**src/sv/accm_pkg.sv**
```systemverilog
// Package for the AES-128 CCM block engine: types, codes and AES helper functions.
`default_nettype none
package accm_pkg;

    localparam int BLK_BITS = 128;

    // Configuration register indexes.
    localparam logic [3:0] REG_KEY_LOW     = 4'd0;
    localparam logic [3:0] REG_KEY_HIGH    = 4'd1;
    localparam logic [3:0] REG_NONCE_LOW   = 4'd2;
    localparam logic [3:0] REG_NONCE_HIGH  = 4'd3;
    localparam logic [3:0] REG_TAG_LENGTH  = 4'd4;
    localparam logic [3:0] REG_PAYLOAD_LEN = 4'd5;
    localparam logic [3:0] REG_ASSOC       = 4'd6;
    localparam logic [3:0] REG_DECRYPT     = 4'd7;

    localparam logic [7:0] CTR_FLAGS  = 8'd2;
    localparam logic [7:0] ASSOC_FLAG = 8'h40;
    localparam logic [23:0] LEN_ROUND = 24'd15;
    localparam logic [4:0] BLK_BYTES  = 5'd16;
    localparam logic [3:0] LAST_ROUND = 4'd10;

    // Datapath operations.
    localparam logic [3:0] DP_NOP     = 4'd0;
    localparam logic [3:0] DP_CAPTURE = 4'd1;
    localparam logic [3:0] DP_START   = 4'd2;
    localparam logic [3:0] DP_LD_MAC  = 4'd3;
    localparam logic [3:0] DP_LD_CTR  = 4'd4;
    localparam logic [3:0] DP_ROUND   = 4'd5;
    localparam logic [3:0] DP_ST_B0   = 4'd6;
    localparam logic [3:0] DP_ST_S0   = 4'd7;
    localparam logic [3:0] DP_ST_KS   = 4'd8;
    localparam logic [3:0] DP_FIN     = 4'd9;

    typedef struct packed {
        logic [3:0] op;
        logic       final_round;
    } cmd_t;

    typedef struct packed {
        logic in_last;
    } status_t;

    localparam logic [7:0] SBOX [256] = '{
    8'h63,8'h7c,8'h77,8'h7b,8'hf2,8'h6b,8'h6f,8'hc5,8'h30,8'h01,8'h67,8'h2b,8'hfe,8'hd7,8'hab,8'h76,
    8'hca,8'h82,8'hc9,8'h7d,8'hfa,8'h59,8'h47,8'hf0,8'had,8'hd4,8'ha2,8'haf,8'h9c,8'ha4,8'h72,8'hc0,
    8'hb7,8'hfd,8'h93,8'h26,8'h36,8'h3f,8'hf7,8'hcc,8'h34,8'ha5,8'he5,8'hf1,8'h71,8'hd8,8'h31,8'h15,
    8'h04,8'hc7,8'h23,8'hc3,8'h18,8'h96,8'h05,8'h9a,8'h07,8'h12,8'h80,8'he2,8'heb,8'h27,8'hb2,8'h75,
    8'h09,8'h83,8'h2c,8'h1a,8'h1b,8'h6e,8'h5a,8'ha0,8'h52,8'h3b,8'hd6,8'hb3,8'h29,8'he3,8'h2f,8'h84,
    8'h53,8'hd1,8'h00,8'hed,8'h20,8'hfc,8'hb1,8'h5b,8'h6a,8'hcb,8'hbe,8'h39,8'h4a,8'h4c,8'h58,8'hcf,
    8'hd0,8'hef,8'haa,8'hfb,8'h43,8'h4d,8'h33,8'h85,8'h45,8'hf9,8'h02,8'h7f,8'h50,8'h3c,8'h9f,8'ha8,
    8'h51,8'ha3,8'h40,8'h8f,8'h92,8'h9d,8'h38,8'hf5,8'hbc,8'hb6,8'hda,8'h21,8'h10,8'hff,8'hf3,8'hd2,
    8'hcd,8'h0c,8'h13,8'hec,8'h5f,8'h97,8'h44,8'h17,8'hc4,8'ha7,8'h7e,8'h3d,8'h64,8'h5d,8'h19,8'h73,
    8'h60,8'h81,8'h4f,8'hdc,8'h22,8'h2a,8'h90,8'h88,8'h46,8'hee,8'hb8,8'h14,8'hde,8'h5e,8'h0b,8'hdb,
    8'he0,8'h32,8'h3a,8'h0a,8'h49,8'h06,8'h24,8'h5c,8'hc2,8'hd3,8'hac,8'h62,8'h91,8'h95,8'he4,8'h79,
    8'he7,8'hc8,8'h37,8'h6d,8'h8d,8'hd5,8'h4e,8'ha9,8'h6c,8'h56,8'hf4,8'hea,8'h65,8'h7a,8'hae,8'h08,
    8'hba,8'h78,8'h25,8'h2e,8'h1c,8'ha6,8'hb4,8'hc6,8'he8,8'hdd,8'h74,8'h1f,8'h4b,8'hbd,8'h8b,8'h8a,
    8'h70,8'h3e,8'hb5,8'h66,8'h48,8'h03,8'hf6,8'h0e,8'h61,8'h35,8'h57,8'hb9,8'h86,8'hc1,8'h1d,8'h9e,
    8'he1,8'hf8,8'h98,8'h11,8'h69,8'hd9,8'h8e,8'h94,8'h9b,8'h1e,8'h87,8'he9,8'hce,8'h55,8'h28,8'hdf,
    8'h8c,8'ha1,8'h89,8'h0d,8'hbf,8'he6,8'h42,8'h68,8'h41,8'h99,8'h2d,8'h0f,8'hb0,8'h54,8'hbb,8'h16
    };

    function automatic logic [7:0] xt(input logic [7:0] b);
        xt = {b[6:0], 1'b0} ^ (b[7] ? 8'h1b : 8'h00);
    endfunction

    // Byte i of the result is byte 15-i of the argument.
    function automatic logic [127:0] rev_bytes(input logic [127:0] x);
        for (int i = 0; i < 16; i++) begin
            rev_bytes[8*i +: 8] = x[8*(15-i) +: 8];
        end
    endfunction

    // One step of the AES-128 key schedule.
    function automatic logic [127:0] key_step(input logic [127:0] k, input logic [7:0] rc);
        logic [31:0] t;
        logic [31:0] w;
        t = {SBOX[k[103:96]], SBOX[k[127:120]], SBOX[k[119:112]], SBOX[k[111:104]] ^ rc};
        w = k[31:0] ^ t;
        key_step[31:0] = w;
        w = k[63:32] ^ w;
        key_step[63:32] = w;
        w = k[95:64] ^ w;
        key_step[95:64] = w;
        w = k[127:96] ^ w;
        key_step[127:96] = w;
    endfunction

    // One AES round: SubBytes, ShiftRows, MixColumns unless final, AddRoundKey.
    function automatic logic [127:0] aes_round(input logic [127:0] s, input logic [127:0] rk,
                                               input logic final_round);
        logic [127:0] u;
        logic [7:0] a0, a1, a2, a3, t;
        for (int c = 0; c < 4; c++) begin
            for (int i = 0; i < 4; i++) begin
                u[8*(i+4*c) +: 8] = SBOX[s[8*(i+4*((c+i)%4)) +: 8]];
            end
        end
        if (!final_round) begin
            for (int c = 0; c < 4; c++) begin
                a0 = u[8*(4*c) +: 8];
                a1 = u[8*(4*c+1) +: 8];
                a2 = u[8*(4*c+2) +: 8];
                a3 = u[8*(4*c+3) +: 8];
                t = a0 ^ a1 ^ a2 ^ a3;
                u[8*(4*c) +: 8]   = a0 ^ t ^ xt(a0 ^ a1);
                u[8*(4*c+1) +: 8] = a1 ^ t ^ xt(a1 ^ a2);
                u[8*(4*c+2) +: 8] = a2 ^ t ^ xt(a2 ^ a3);
                u[8*(4*c+3) +: 8] = a3 ^ t ^ xt(a3 ^ a0);
            end
        end
        aes_round = u ^ rk;
    endfunction

endpackage
`default_nettype wire

```
**src/sv/accm_ctrl.sv**
```systemverilog
// Controller state machine of the AES-128 CCM block engine.
`default_nettype none
module accm_ctrl (
    input  wire logic            aclk,
    input  wire logic            aresetn,
    input  wire logic            s_tvalid,
    output logic                 s_tready,
    output logic                 m_tvalid,
    input  wire logic            m_tready,
    input  wire accm_pkg::status_t status,
    output accm_pkg::cmd_t       cmd
);

    localparam logic [3:0] S_IDLE   = 4'd0;
    localparam logic [3:0] S_START  = 4'd1;
    localparam logic [3:0] S_LD_B0  = 4'd2;
    localparam logic [3:0] S_ST_B0  = 4'd3;
    localparam logic [3:0] S_LD_S0  = 4'd4;
    localparam logic [3:0] S_ST_S0  = 4'd5;
    localparam logic [3:0] S_LD_KS  = 4'd6;
    localparam logic [3:0] S_ST_KS  = 4'd7;
    localparam logic [3:0] S_LD_MAC = 4'd8;
    localparam logic [3:0] S_FIN    = 4'd9;
    localparam logic [3:0] S_ROUND  = 4'd10;

    logic [3:0] state_reg, state_next;
    logic [3:0] ret_reg, ret_next;
    logic [3:0] rnd_reg, rnd_next;
    logic       in_msg_reg, in_msg_next;
    logic       mv_reg, mv_next;

    assign s_tready = (state_reg == S_IDLE);
    assign m_tvalid = mv_reg;

    always_comb begin
        state_next  = state_reg;
        ret_next    = ret_reg;
        rnd_next    = rnd_reg;
        in_msg_next = in_msg_reg;
        mv_next     = mv_reg && !m_tready;
        cmd.op          = accm_pkg::DP_NOP;
        cmd.final_round = (rnd_reg == accm_pkg::LAST_ROUND);
        unique case (state_reg)
            S_IDLE: begin
                if (s_tvalid) begin
                    cmd.op     = accm_pkg::DP_CAPTURE;
                    state_next = in_msg_reg ? S_LD_KS : S_START;
                end
            end
            S_START: begin
                cmd.op     = accm_pkg::DP_START;
                state_next = S_LD_B0;
            end
            S_LD_B0: begin
                cmd.op     = accm_pkg::DP_LD_MAC;
                rnd_next   = 4'd1;
                ret_next   = S_ST_B0;
                state_next = S_ROUND;
            end
            S_ST_B0: begin
                cmd.op     = accm_pkg::DP_ST_B0;
                state_next = S_LD_S0;
            end
            S_LD_S0: begin
                cmd.op     = accm_pkg::DP_LD_CTR;
                rnd_next   = 4'd1;
                ret_next   = S_ST_S0;
                state_next = S_ROUND;
            end
            S_ST_S0: begin
                cmd.op      = accm_pkg::DP_ST_S0;
                in_msg_next = 1'b1;
                state_next  = S_LD_KS;
            end
            S_LD_KS: begin
                cmd.op     = accm_pkg::DP_LD_CTR;
                rnd_next   = 4'd1;
                ret_next   = S_ST_KS;
                state_next = S_ROUND;
            end
            S_ST_KS: begin
                cmd.op     = accm_pkg::DP_ST_KS;
                state_next = S_LD_MAC;
            end
            S_LD_MAC: begin
                cmd.op     = accm_pkg::DP_LD_MAC;
                rnd_next   = 4'd1;
                ret_next   = S_FIN;
                state_next = S_ROUND;
            end
            S_FIN: begin
                if (!mv_reg || m_tready) begin
                    cmd.op      = accm_pkg::DP_FIN;
                    mv_next     = 1'b1;
                    in_msg_next = !status.in_last;
                    state_next  = S_IDLE;
                end
            end
            S_ROUND: begin
                cmd.op   = accm_pkg::DP_ROUND;
                rnd_next = rnd_reg + 4'd1;
                if (rnd_reg == accm_pkg::LAST_ROUND) begin
                    state_next = ret_reg;
                end
            end
            default: state_next = S_IDLE;
        endcase
    end

    always_ff @(posedge aclk) begin
        if (!aresetn) begin
            state_reg  <= S_IDLE;
            ret_reg    <= S_IDLE;
            rnd_reg    <= 4'd0;
            in_msg_reg <= 1'b0;
            mv_reg     <= 1'b0;
        end else begin
            state_reg  <= state_next;
            ret_reg    <= ret_next;
            rnd_reg    <= rnd_next;
            in_msg_reg <= in_msg_next;
            mv_reg     <= mv_next;
        end
    end

endmodule
`default_nettype wire

```
**config.mk**
```make
export PLATFORM = sky130hd
export DESIGN_NAME = accm_ctrl
export DESIGN_NICKNAME = d
export VERILOG_FILES = /design/src/sv/accm_pkg.sv /design/src/sv/accm_ctrl.sv
export SDC_FILE = /design/constraint.sdc
export NUM_CORES = 1
export LEC_CHECK = 0
export ABC_AREA = 1
export BUFFER_PORTS_ARGS = -buffer_cell sky130_fd_sc_hd__buf_2
export CORE_MARGIN = 5
export CORE_UTILIZATION = 54
export DETAILED_ROUTE_END_ITERATION = 16
export PLACE_DENSITY = 0.73
export SLEW_MARGIN = 15
export SYNTH_ARGS = -nofsm -noshare
export SYNTH_HDL_FRONTEND = slang
export SYNTH_SLANG_ARGS = --single-unit
export TNS_END_PERCENT = 1
```
**constraint.sdc**
```tcl
create_clock -name aclk -period 1.7 [get_ports aclk]
set_clock_uncertainty 0.15 [all_clocks]
set_input_delay 0.34 -clock aclk [delete_from_list [all_inputs] [get_ports aclk]]
set_output_delay 0.34 -clock aclk [all_outputs]
set_load 0.01 [all_outputs]
```
==> impl_metrics.ini, run 1 <==
[cts]
cts_tree = done
clock_latency_ps = 290
h-tree-depth = 1
hold_buffers = 0
cts_sinks = 14
cts_made_buffers = 3
clk_pin_slew_ps = 90
clockRootBuffer = clkbuf_4
cts_buffer_depth = 2

[synth]
synthDistinctLibCells = 26
synth.largest_area_cell = dfxtp_1
netlist_area_um2 = 829.5
synth.area.top_cells = dfxtp_1 (34%), nand2_1 (13%), nor2_4 (6.8%)
synth_top_area_share_pct = 33.79
ys_warn_count = 0
syn-num-nets = 127
ys_seq_area_share_pct = 33.79
ys_seq_elements = 14
syn_inst = 120
syn_area_per_cell_um2 = 6.913

[timing]
whs_ps = 159.2
rsz0062_at_grt = yes
tightestPinTransition_ps = 423.9
maxSlewViolCount = 0
setup_slack_ps = -136.5
setup_viol = 5
fin_setup_tns_ps = -546.6
fmax_mhz = 544.5
slew_headroom_pct = 71.71
min_period_over_period_pct = 108.0
min_period_ps = 1836
final-hold-violation-count = 0

[routing]
vias = 874
post_drt_wl_per_cell_um = 12.72
routed_via_density = 5.297
drt_iter0_drc = 15
drc_errors = 0
first_pass_iters = 4
antenna_left = 0
routed_wirelength_mm = 2.098

[power_and_ir_drop]
vdd_ir_drop_max_uv = 850.7
cellLeakagePower_nw = 0.5168
power.density_nw_per_um2 = 1371

[grt]
grt_overflow_total = 0
grt_max_degree = 12
track_usage_pct = 20.09
grt_pass1_vias = 872
antenna_found_initial = 0
grt_pass1_wl_mm = 3.767

[placed_design]
io_buffers = 11
post-place-ws_ps = 35.37
hpwlAfterDp_mm = 1.442
place_congestion = 0.8849

[worst_setup_path]
criticalPathCategory = reg -> out
endpoint_kind = output port
timing.rr.start = state_reg[3]
cp-start-kind = register
crit_path_max_fanout = 6
crit_arrival_ps = 1350
crit_start = state_reg[0]
cp_data_required_time_ps = 1210
regToRegSetupSlack_ps = -130

[final_layout]
area_growth_pct = 38.01
nets = 157
diodes = 0
drive_above_1_share_pct = 46.31
finish.utilization_pct = 76.89

[min_path]
min_from = aresetn
min_path_type = in -> reg

[die]
start_util_pct = 55.71
rows = 14
die_h_um = 49.20
dieArea_um2 = 2420
core_area_um2 = 1489
die_width_um = 49.20
boundaryPins = 12

[run_status]
violations = negative setup slack
status = finished with violations

[job]
cap_viol_max_count = 0
[kinds of logic after synthesis]
family / count (synthesis) / share of synthesized area (%)
compound gates: 18 / 12.97
fa+ha+maj: 2 / 3.016
buf+inv: 20 / 9.050
xor+xnor: 1 / 1.056
flops: 14 / 33.79
simple gates: 65 / 40.12
[cell usage in the layout, fill, tap and decap left out, types with 2 or more instances in the layout]
cell type and n:
nand2_4 2, inv_4 3, buf_2 10, nor2_2 3
clkbuf_4 3, o21ai_0 2, nand2_1 26, nand3_1 6
a21oi_1 7, nor2_4 8, buf_4 14, buf_6 2
a21oi_2 4, dfxtp_4 4, inv_2 4, dfxtp_1 9
inv_1 12, nor2_1 8, nand2_2 6, nor3_2 2
ha_1 2
[routing by layer]
metal  vias to the layer above  global-route usage (%)  share of wire, %
met5                         -                       0                 0
met4                         0                   10.76               3.9
met3                         9                   3.976               2.8
met2                        22                   36.48                51
met1                       403                   21.11                42
li1                        440                       -                 -
[critical path: stages (launching register included)]
cell and delay [ps]:
dfxtp_4 410, buf_4 140, nand2_1 60, nor3_2 190, a21oi_2 70, nand3_1 70
buf_2 130
[per-stage QoR]
| step | total power, W | cell area [um2] | cells |
|---|---|---|---|
| 2_1_floorplan | 0.0009256 | 829.5 | 120 |
| 3_3_place_gp | 0.001110 | 930.9 | 150 |
| 3_5_place_dp | 0.001126 | 930.9 | 150 |
| 4_1_cts | 0.001512 | 1109 | 165 |
| 5_1_grt | 0.001698 | 1145 | 165 |
| 6_report | 0.001569 | 1145 | 165 |
[power by group]
group,switching [W],internal (W)
Sequential,0.0000923,0.000413
Clock,0.000114,0.000131
Combinational,0.000476,0.000343
[synth_stat cells (all sizes together)]
cell type,n
nand2,35
inv,19
nor2,19
dfxtp,14
a21oi,11
nand3,6
o21ai,4
ha,2
nor3,2
a31oi,1
clkbuf,1
nand3b,1
nand4,1
o2111ai,1
o22ai,1
or2,1
xor2,1
[area by class of cell]
class / count / area (um2)
Fill cell: 119 / 344.1
Timing Repair Buffer: 26 / 177.7
Inverter: 19 / 78.83
Sequential cell: 14 / 296.5
Tap cell: 16 / 20.02
Clock buffer: 4 / 36.28
Multi-Input combinational cell: 86 / 535.5
[worst paths after layout]
check / endpoint / depth (start not counted)
worst min register to register: ret_reg[0] / 2
worst max register to register: ret_reg[3] / 11
worst max-delay path: cmd[3] / 6
worst min-delay path: rnd_reg[0] / 3
[repair_timing]
item,CTS,global route
pin swaps,4,1
endpoints found under the setup margin,6,7
setup buffers,11,0
resized for setup,21,9
Power figures use the tool's default switching activity.
==> run 2, diff against run 1 <==
--- a/config.mk
+++ b/config.mk
@@ -8,9 +8,10 @@
 export ABC_AREA = 1
 export BUFFER_PORTS_ARGS = -buffer_cell sky130_fd_sc_hd__buf_2
 export CORE_MARGIN = 5
-export CORE_UTILIZATION = 54
+export CORE_UTILIZATION = 58
 export DETAILED_ROUTE_END_ITERATION = 16
-export PLACE_DENSITY = 0.73
+export PLACE_DENSITY = 0.78
+export RECOVER_POWER = 25
 export SLEW_MARGIN = 15
 export SYNTH_ARGS = -nofsm -noshare
 export SYNTH_HDL_FRONTEND = slang
==> constraint.sdc (replaced) <==
create_clock -name aclk -period 2.16 [get_ports aclk]
set_clock_uncertainty 0.15 [all_clocks]
set_input_delay 0.432 -clock aclk [delete_from_list [all_inputs] [get_ports aclk]]
set_output_delay 0.432 -clock aclk [all_outputs]
set_load 0.01 [all_outputs]
==> run 2 against run 1 <==
  * Non-clock buffer count shrank 15
  * Hold slack gained 110 ps
  * First-iteration DRC count up 67%
  * Utilization decreased by 6.4 points
  * Final area fell by 18%
  * Wire length shrank 14%
  * Global-route usage shrank 0.39 points
  * Flip-flop and latch count unchanged
  * Combinational power decreased by 41%
  * Via count down 12%
  * The run now ends clean
==> impl_metrics.ini, run 2 (synthesis gave the netlist of run 1 again) <==
[worst_setup_path]
cp-start-kind = register
cp_data_required_time_ps = 1580
crit_arrival_ps = 1420
criticalPathCategory = reg -> out
endpoint_kind = output port
crit_path_max_fanout = 6

[die]
core_area_um2 = 1334
rows = 13
start_util_pct = 62.20
die_width_um = 47.82
boundaryPins = 12
dieArea_um2 = 2287
die_h_um = 47.82

[timing]
setup_viol = 0
slew_headroom_pct = 55.94
rsz0062_at_grt = no
fmax_mhz = 500.0
fin_setup_tns_ps = 0
setup_slack_ps = 160.2
whs_ps = 271.1
tightestPinTransition_ps = 658.4
min_period_over_period_pct = 92.58
maxSlewViolCount = 0
final-hold-violation-count = 0
min_period_ps = 2000

[routing]
post_drt_wl_per_cell_um = 12.10
routed_wirelength_mm = 1.803
vias = 766
drc_errors = 0
antenna_left = 0
routed_via_density = 5.141
first_pass_iters = 4
drt_iter0_drc = 25

[final_layout]
drive_above_1_share_pct = 29.85
nets = 142
multiInputGateArea_um2 = 471.7
finalNonFillerCells = 149
final_area_um2 = 939.7
layout_commonest_cell = nand2_1
fill_cells = 117
final_cell_mix = nand2_1 (29), inv_1 (14), nor2_1 (12)
area_growth_pct = 13.27
regArea_um2 = 287.8
diodes = 0

[run_status]
status = finished clean

[cts]
h-tree-depth = 1
hold_buffers = 0
clk_pin_slew_ps = 90
post-cts-setup-buffers = 0
cts_buffer_depth = 2
ctsResizeCount = 0
clockRootBuffer = clkbuf_4
cts_sinks = 14
clock_latency_ps = 280
cts_tree = done
cts_made_buffers = 3

[job]
cap_viol_max_count = 0

[grt]
antenna_found_initial = 0
track_usage_pct = 19.70
grt_pass1_vias = 733
grt_max_degree = 12
grt_pass1_wl_mm = 3.132
grt_overflow_total = 0

[power_and_ir_drop]
cellLeakagePower_nw = 0.4395
vdd_ir_drop_max_uv = 752.4
power.density_nw_per_um2 = 1115

[placed_design]
io_buffers = 11
dp_cells = 145
post-place-ws_ps = 347.1
place_congestion = 0.9263
hpwlAfterDp_mm = 1.403
postPlaceCellArea_um2 = 899.6

[min_path]
min_path_type = in -> reg
-- run 2: stage by stage --
step / total power (W) / util, %
2_1_floorplan: 0.0007285 / -
3_3_place_gp: 0.0008474 / 67.45
3_5_place_dp: 0.0008588 / 67.45
4_1_cts: 0.001045 / 70.17
5_1_grt: 0.001147 / 70.45
6_report: 0.001048 / 70.45
-- run 2: layout make-up --
cell class	count	share of cell area [%]
Clock buffer	4	3.862
Inverter	19	7.590
Multi-Input combinational cell	86	50.20
Sequential cell	14	30.63
Tap cell	15	1.997
Timing Repair Buffer	11	5.726
-- run 2: worst paths after layout --
check | startpoint | end | slack, ps | cells past startpoint
worst max register to register | state_reg[3] | state_reg[1] | 410 | 8
worst min register to register | ret_reg[1] | ret_reg[1] | 320 | 2
worst min-delay path | aresetn | rnd_reg[0] | 270 | 3
worst max-delay path | state_reg[3] | cmd[1] | 160 | 7
-- run 2: worst max-delay path, cell delays in order (launching register included) --
cell and delay, ps:
dfxtp_2 400, inv_1 110, nor2_4 120, nand2_1 90, nand2_2 70, inv_1 80, o2111ai_1 120, buf_2 160
-- run 2: power breakdown --
part / total [W] / internal [W] / switching, W
Sequential: 0.000376 / 0.000319 / 0.0000569
Combinational: 0.000483 / 0.000170 / 0.000313
Clock: 0.000189 / 0.000102 / 0.0000867
Total: 0.00105 / 0.000591 / 0.000457
-- run 2: routing by layer --
layer  part of all wire, %  track usage, %  up-vias
met5                     0               0        -
met4                  0.78           4.839        0
met3                   4.3           4.511        2
met2                    43           29.82       16
met1                    51           28.15      342
li1                      -               -      406
